File: config.mk
export PLATFORM = sky130hd
export DESIGN_NAME = sorted_priority_queue
export DESIGN_NICKNAME = d
export VERILOG_FILES = /design/src/design/spq_pkg.sv /design/src/design/spq_cell.sv /design/src/design/sorted_priority_queue.sv
export SDC_FILE = /design/constraint.sdc
export NUM_CORES = 2
export LEC_CHECK = 0
export BUFFER_PORTS_ARGS = -buffer_cell sky130_fd_sc_hd__buf_2
export CORE_MARGIN = 5
export CORE_UTILIZATION = 45
export CTS_BUF_LIST = sky130_fd_sc_hd__clkbuf_4 sky130_fd_sc_hd__clkbuf_8
export DETAILED_ROUTE_END_ITERATION = 16
export HOLD_SLACK_MARGIN = 0.15
export PLACE_DENSITY_LB_ADDON = 0.08
export REMOVE_ABC_BUFFERS = 1
export SKIP_CTS_REPAIR_TIMING = 1
export SLEW_MARGIN = 20
export SYNTH_ARGS = -nofsm -noshare
export SYNTH_HDL_FRONTEND = slang
export SYNTH_HIERARCHICAL = 1
export SYNTH_SLANG_ARGS = --single-unit
File: constraint.sdc
create_clock -name clock -period 11.4 [get_ports clock]
set_input_delay 0 -clock clock [delete_from_list [all_inputs] [get_ports clock]]
set_output_delay 0 -clock clock [all_outputs]
set_load 0.05 [all_outputs]
File: src/design/spq_pkg.sv
// Shared types and constants for the sorted priority queue.
// Used by spq_cell, sorted_priority_queue, spq_checker and the testbench; depends on nothing.
package spq_pkg;

   localparam int KEY_W = 31;

   // Operation codes carried on req_tuser
   localparam logic KIND_INSERT = 1'b0;
   localparam logic KIND_POP    = 1'b1;

   typedef enum logic [1:0] {
      ST_OK    = 2'd0,
      ST_EMPTY = 2'd1,
      ST_FULL  = 2'd2
   } status_type;

   typedef enum logic [1:0] {
      OP_HOLD,
      OP_INSERT,
      OP_POP
   } cell_op_type;

   // Command broadcast to every cell of the row
   typedef struct packed {
      cell_op_type      op;
      logic [KEY_W-1:0] key;
   } cell_cmd_type;

endpackage

File: src/design/spq_cell.sv
// One slot of the sorted row: holds a key, compares it against an incoming
// key and shifts toward its neighbors. Depends on spq_pkg.
module spq_cell (
   input  logic                      clock,
   input  spq_pkg::cell_cmd_type     cmd,
   input  logic                      occupied,
   input  logic                      left_le,
   input  logic [spq_pkg::KEY_W-1:0] left_key,
   input  logic [spq_pkg::KEY_W-1:0] right_key,
   output logic                      le,
   output logic [spq_pkg::KEY_W-1:0] key_ff
);

   logic [spq_pkg::KEY_W-1:0] key_in;

   // Stored key is at or below the new key: it stays ahead of it
   assign le = occupied && (key_ff <= cmd.key);

   always_comb begin
      key_in = key_ff;
      case (cmd.op)
         spq_pkg::OP_INSERT: begin
            if (le) begin
               key_in = key_ff;
            end else if (left_le) begin
               key_in = cmd.key;
            end else begin
               key_in = left_key;
            end
         end
         spq_pkg::OP_POP: begin
            key_in = right_key;
         end
         default: begin
            key_in = key_ff;
         end
      endcase
   end

   always_ff @(posedge clock) begin
      key_ff <= key_in;
   end

endmodule

File: src/design/sorted_priority_queue.sv
// Sorted priority queue: a row of DEPTH cells keeps the keys in ascending
// order. Each beat on req inserts req_tdata (req_tuser = 0) or pops the
// smallest key (req_tuser = 1) and yields exactly one rsp beat with status,
// key and occupancy. One item is taken every cycle unless rsp stalls:
// all cells compare against the new key and shift in the same cycle, and
// the result appears in the output register on the next cycle. Equal keys
// leave in arrival order. Depends on spq_pkg and spq_cell.
module sorted_priority_queue #(
   parameter int DEPTH = 16
) (
   input  logic clock,
   input  logic reset,
   input  logic req_tvalid,
   output logic req_tready,
   input  logic req_tuser,       // kind
   input  logic [31:0] req_tdata, // value[30:0], zero pad
   output logic rsp_tvalid,
   input  logic rsp_tready,
   // status[1:0], key_out[32:2], occupancy above, zero pad
   output logic [((2 + spq_pkg::KEY_W + $clog2(DEPTH + 1) + 7) / 8) * 8 - 1:0] rsp_tdata
);

   localparam int CNT_W = $clog2(DEPTH + 1);
   localparam int RSP_BITS = 2 + spq_pkg::KEY_W + CNT_W;
   localparam int RSP_W = ((RSP_BITS + 7) / 8) * 8;

   logic [CNT_W-1:0]          count_ff, count_in;
   logic                      rsp_valid_ff, rsp_valid_in;
   spq_pkg::status_type       status_ff, status_in;
   logic [spq_pkg::KEY_W-1:0] key_out_ff, key_out_in;

   spq_pkg::cell_cmd_type     cmd;
   logic                      accept;
   logic                      full;
   logic                      empty;
   logic [spq_pkg::KEY_W-1:0] cell_key [DEPTH];
   logic [DEPTH-1:0]          cell_le;

   assign req_tready = !rsp_valid_ff || rsp_tready;
   assign accept     = req_tvalid && req_tready;
   assign full       = (count_ff == CNT_W'(DEPTH));
   assign empty      = (count_ff == '0);

   always_comb begin
      cmd.key = req_tdata[spq_pkg::KEY_W-1:0];
      cmd.op  = spq_pkg::OP_HOLD;
      if (accept) begin
         if (req_tuser == spq_pkg::KIND_INSERT) begin
            if (!full) begin
               cmd.op = spq_pkg::OP_INSERT;
            end
         end else if (!empty) begin
            cmd.op = spq_pkg::OP_POP;
         end
      end
   end

   for (genvar i = 0; i < DEPTH; i++) begin : g_cell
      logic                      left_le;
      logic [spq_pkg::KEY_W-1:0] left_key;
      logic [spq_pkg::KEY_W-1:0] right_key;

      if (i == 0) begin : g_first
         assign left_le  = 1'b1;
         assign left_key = cmd.key;
      end else begin : g_inner
         assign left_le  = cell_le[i-1];
         assign left_key = cell_key[i-1];
      end

      if (i == DEPTH - 1) begin : g_last
         assign right_key = cell_key[i];
      end else begin : g_body
         assign right_key = cell_key[i+1];
      end

      spq_cell u_cell (
         .clock     (clock),
         .cmd       (cmd),
         .occupied  (count_ff > CNT_W'(i)),
         .left_le   (left_le),
         .left_key  (left_key),
         .right_key (right_key),
         .le        (cell_le[i]),
         .key_ff    (cell_key[i])
      );
   end

   always_comb begin
      count_in     = count_ff;
      rsp_valid_in = rsp_valid_ff;
      status_in    = status_ff;
      key_out_in   = key_out_ff;
      if (rsp_valid_ff && rsp_tready) begin
         rsp_valid_in = 1'b0;
      end
      if (accept) begin
         rsp_valid_in = 1'b1;
         key_out_in   = '0;
         status_in    = spq_pkg::ST_OK;
         case (cmd.op)
            spq_pkg::OP_INSERT: begin
               count_in = count_ff + CNT_W'(1);
            end
            spq_pkg::OP_POP: begin
               count_in   = count_ff - CNT_W'(1);
               key_out_in = cell_key[0];
            end
            default: begin
               // refused beat: queue unchanged
               status_in = (req_tuser == spq_pkg::KIND_INSERT) ?
                           spq_pkg::ST_FULL : spq_pkg::ST_EMPTY;
            end
         endcase
      end
   end

   always_ff @(posedge clock) begin
      if (reset) begin
         count_ff     <= '0;
         rsp_valid_ff <= 1'b0;
      end else begin
         count_ff     <= count_in;
         rsp_valid_ff <= rsp_valid_in;
      end
      status_ff  <= status_in;
      key_out_ff <= key_out_in;
   end

   assign rsp_tvalid = rsp_valid_ff;
   assign rsp_tdata  = RSP_W'({count_ff, key_out_ff, status_ff});

endmodule

; ---- Word-level counts from Yosys, hierarchy flattened
; Cells that the tools add are included.
[classes]
n_reduce_logical = 41
n_bitwise = 1
n_lt_le_gt_ge = 32
eq_ne = 18
muxes = 53
n_addsub = 2
[op_table]
columns = operator, count
row1 = 2-to-1 mux 31 bit, 30
row2 = case mux 31 bit (2 select lines), 15
row3 = <= comparator 31 bit, 16
row4 = greater-than comparator 5 x 4 -> 1 bit (second input constant), 8
row5 = AND reduction 2 bit, 17
row6 = != test 2 bit (second input constant), 15
row7 = greater-than comparator 5 x 3 -> 1 bit (second input constant), 4
row8 = logical AND 1 bit, 18
row9 = greater-than comparator 5 x 1 -> 1 bit (second input constant), 2
row10 = greater-than comparator 5 x 2 -> 1 bit (second input constant), 2
row11 = case mux 5 bit (2 select lines), 1
row12 = 2-to-1 mux 2 bit, 4
row13 = adder 5 x 1 -> 5 bit (second input constant), 1
row14 = == test 5 bit (second input constant), 1
row15 = zero test 5 bit, 1
row16 = subtractor 5 x 1 -> 5 bit (second input constant), 1
row17 = nonzero test 2 bit, 2
row18 = 2-to-1 mux 1 bit, 3
row19 = == test 2 x 1 -> 1 bit (second input constant), 1
row20 = == test 2 bit (second input constant), 1
row21 = OR reduction 2 bit, 1
row22 = zero test 1 bit, 1
row23 = logical OR 1 bit, 1
row24 = inverter 1 bit, 1
[word_totals]
out_inout_bits = 42
regBits = 535
inputBits = 37
elab_cells = 167

; ---- Longest topological paths before layout
[logic_depth]
ltp_word = 7
ltp_mapped = 11
ltp_nobuf = 9

; ---- Hierarchy
; The synthesis kept the hierarchy.
[modules_own_cells]
columns = module, cells_per_inst, instances, seq_area_each_um2, area_each_um2
row1 = spq_cell, 251, 16, 930.9, 2381.0
row2 = sorted_priority_queue, 159, 1, 1111.1, 1874.3

; ---- Worst setup path before layout
; Ideal clock, no wire load.
[synth_path]
path_kind = flip-flop to flip-flop
start = register count_ff[1]
end = register g_cell[0].u_cell/key_ff[0] in the netlist's numbering (enable)
n_path_buf = 1
stages_incl_launch_ff = 9
required_ns = 11.006
arrival_ns = 4.906
setup_ns = 0.394
slack_ns = 6.101
period_less_slack_ns = 5.299
cell_sequence = dfxtp_1 > buf_2 > inv_1 > ha_1 > nor4b_1 > nor3_1 > xnor2_1 > a31oi_1 > o41a_1
[synth_lines]
columns = element, line
row1 = from (decl), sorted_priority_queue.sv:27  ; logic [CNT_W-1:0] count_ff, count_in;
row2 = from (signal assigned), sorted_priority_queue.sv:123  ; count_ff <= count_in;
row3 = to (signal assigned), spq_cell.sv:41  ; key_ff <= key_in;
row4 = to (decl), spq_cell.sv:11  ; output logic [spq_pkg::KEY_W-1:0] key_ff

==> key figures <==
Global route
  • Initial antenna violation count: 1
  • First-pass GRT wire length: roughly 180 mm
  • GRT Resource Usage Total: about a quarter
  • Vias in the first global route: ~29000
  • Congestion Overflow GR: 0
  • Largest net degree at the start of global routing: 65

Place
  • Final GP Congestion: slightly below 0.9
  • Dpl ws: approximately 7000 ps
  • Placed cells: around 5300
  • Port Buf Inserts: 75
  • DP HPWL: slightly below 90 mm

CTS
  • CTS Buffer Depth: 3
  • Clock-pin slew on the worst setup and hold paths: 60 ps
  • Root Driver: clkbuf_8
  • CTS sink count: 535
  • H-tree depth: 3
  • Number of buffers created by CTS: a little under 100
  • Clk_lat worst skew: 710 ps
  • CTS tree: built

Drt
  • Vias: 31040
  • Via-per-instance ratio: between 5 and 6
  • DRT Wirelength: about 120 mm
  • DRC violations left: 0
  • Drt pass-1 iters: 5
  • Drt initial violations: between 2000 and 3000
  • Routed len/inst: between 20 and 25 µm
  • Antenna Violating Nets Remaining: 0

Timing
  • Slew @ Worst Pin: about 1200 ps
  • Setup Skew: between 20 and 30 ps
  • RSZ-0062 raised after global routing: no
  • Tmin final: about 4500 ps
  • Fmax: about 220 MHz
  • Final setup TNS: 0 ps
  • Fin worst setup slack: 6900 ps
  • Post-route clock period utilization: approximately 39%
  • Endpoints failing setup: 0
  • Final Hold Violating Endpoints: 0
  • Fin. max-slew vios: 0
  • Slew HR: 21.33%

Power
  • Peak supply drop: 0.00008211 V
  • Leakage power: around 0.017 µW
  • Pwr dens: 124.2 mW/mm²
  • Total power: between 5000 and 6000 µW

Run
  • Total of max-cap violations: 0

Floorplanning
  • Top Ports: 79
  • Row Count: roughly 110
  • Die ar.: 0.09485 mm²
  • Core ar.: 0.08824 mm²
  • Die Span Y: a little over 300 µm
  • Chip width: a little over 300 µm
  • Initial Utilization: between 40% and 50%

Worst setup path
  • Worst Setup Start Kind: flip-flop
  • Worst endpoint data arrival time: roughly 4900 ps
  • Slowest Stage Delay on Critical Path: between 600 and 700 ps
  • Worst Path Max Fanout: 64
  • Delay-heaviest family, CP: buffers and inverters
  • Crit path cell chain: inv_1 -> ha_1 -> nand3_1 -> and3_2 -> buf_4 -> nor2b_4 -> buf_4 -> nor2_1 -> a31oi_1 -> o41a_1 -> buf_4
  • CP Class: flip-flop to flip-flop
  • WP data required: ~12000 ps
  • Most used cell along the critical path: buf_4
  • Endpoint class of the critical path: flip-flop
  • Worst path bufs/invs: 4
  • Reg2Reg Setup Slack: slightly below 7000 ps
  • Slowest stage cell, crit path: o41a_1

Finish
  • Final Util: 50.09%
  • Ratio of cells with drive above 1 in the final layout: approximately 9%
  • Nets@finish: 4802
  • Fillers: roughly 8300
  • Layout Area Growth over Synthesis: 10.61%
  • Final std cells w/o fill: roughly 5500

Outcome
  • Outcome: complete, no violations

Logic synthesis
  • Synthesis Warnings: 6
  • Cells after Synth: 4173
  • Post-Syn Area: about 0.040 mm²
  • Avg Inst Size Synth: approximately 9.6 µm²

Min path
  • Hold Path Class: input pin to flip-flop
## per-stage QoR
| stage | cell area, µm² | hold slack [ps] |
|---|---|---|
| global placement | 41920 | 303.5 |
| floorplan | 39180 | 69.07 |
| global route | 44200 | 154.7 |
| finish | 44200 | 151.3 |
| CTS | 43890 | -493.3 |
| detailed placement | 41920 | 297.8 |
## routing by layer
layer	global-route usage (%)	up-vias	wire (µm)
met2	34.43	950	47770
met1	39.38	14580	61850
met3	2.644	196	7241
met5	0	-	0
li1	-	15310	-
met4	8.203	0	3945
## worst paths after layout
check                             startpoint                           to  cells past startpoint
setup / recovery                 count_ff[0]  g_cell[8].u_cell/key_ff[11]                     11
setup reg to reg                 count_ff[0]  g_cell[8].u_cell/key_ff[11]                     11
hold / removal                 req_tdata[18]  g_cell[0].u_cell/key_ff[18]                      4
hold reg to reg   g_cell[2].u_cell/key_ff[0]   g_cell[1].u_cell/key_ff[0]                      2
## cells in the final DEF, fill, tap and decap left out, types with 19 or more instances in the layout
| cell type | instances |
|---|---|
| edfxtp_1 | 529 |
| o21ai_0 | 554 |
| dlygate4sd3_1 | 22 |
| a31oi_1 | 33 |
| ha_1 | 502 |
| nor2_1 | 39 |
| and2_1 | 32 |
| nor4_1 | 33 |
| buf_4 | 76 |
| buf_2 | 75 |
| nand4_1 | 113 |
| clkinv_1 | 19 |
| nand2_1 | 583 |
| clkbuf_4 | 25 |
| nand3_1 | 81 |
| a21o_1 | 33 |
| mux2i_1 | 497 |
| a21oi_1 | 210 |
| clkbuf_8 | 104 |
| inv_1 | 519 |
## registers in the layout, indices dropped and copies added, names as in the netlist
register / count
count_ff: 5
g_cell.u_cell/key_ff: 496
key_out_ff: 31
rsp_tvalid: 1
status_ff: 2
## worst min-delay path, cell delays in order
cell     delay, ps
buf_2          100
buf_4          290
mux2i_1        200
o21ai_0         80
## power breakdown
group | internal (µW) | leakage (µW) | switching, µW
combinational | 377 | 0.0112 | 651
sequential | 2390 | 0.00503 | 172
clock | 1040 | 0.00104 | 859
## area by class of cell
cell class                 count  area [µm²]  share of cell area, %
tap                         1165        1458                  3.298
sequential                   535       16010                  36.21
timing repair buffer         176        1241                  2.808
inverter                     520        1952                  4.416
clock buffer                 129        1619                  3.663
clock inverter                47       355.3                 0.8040
antenna                        2       5.005                0.01132
multi-input combinational   2932       21560                  48.79
No activity file was read; power rests on OpenSTA's default activity.
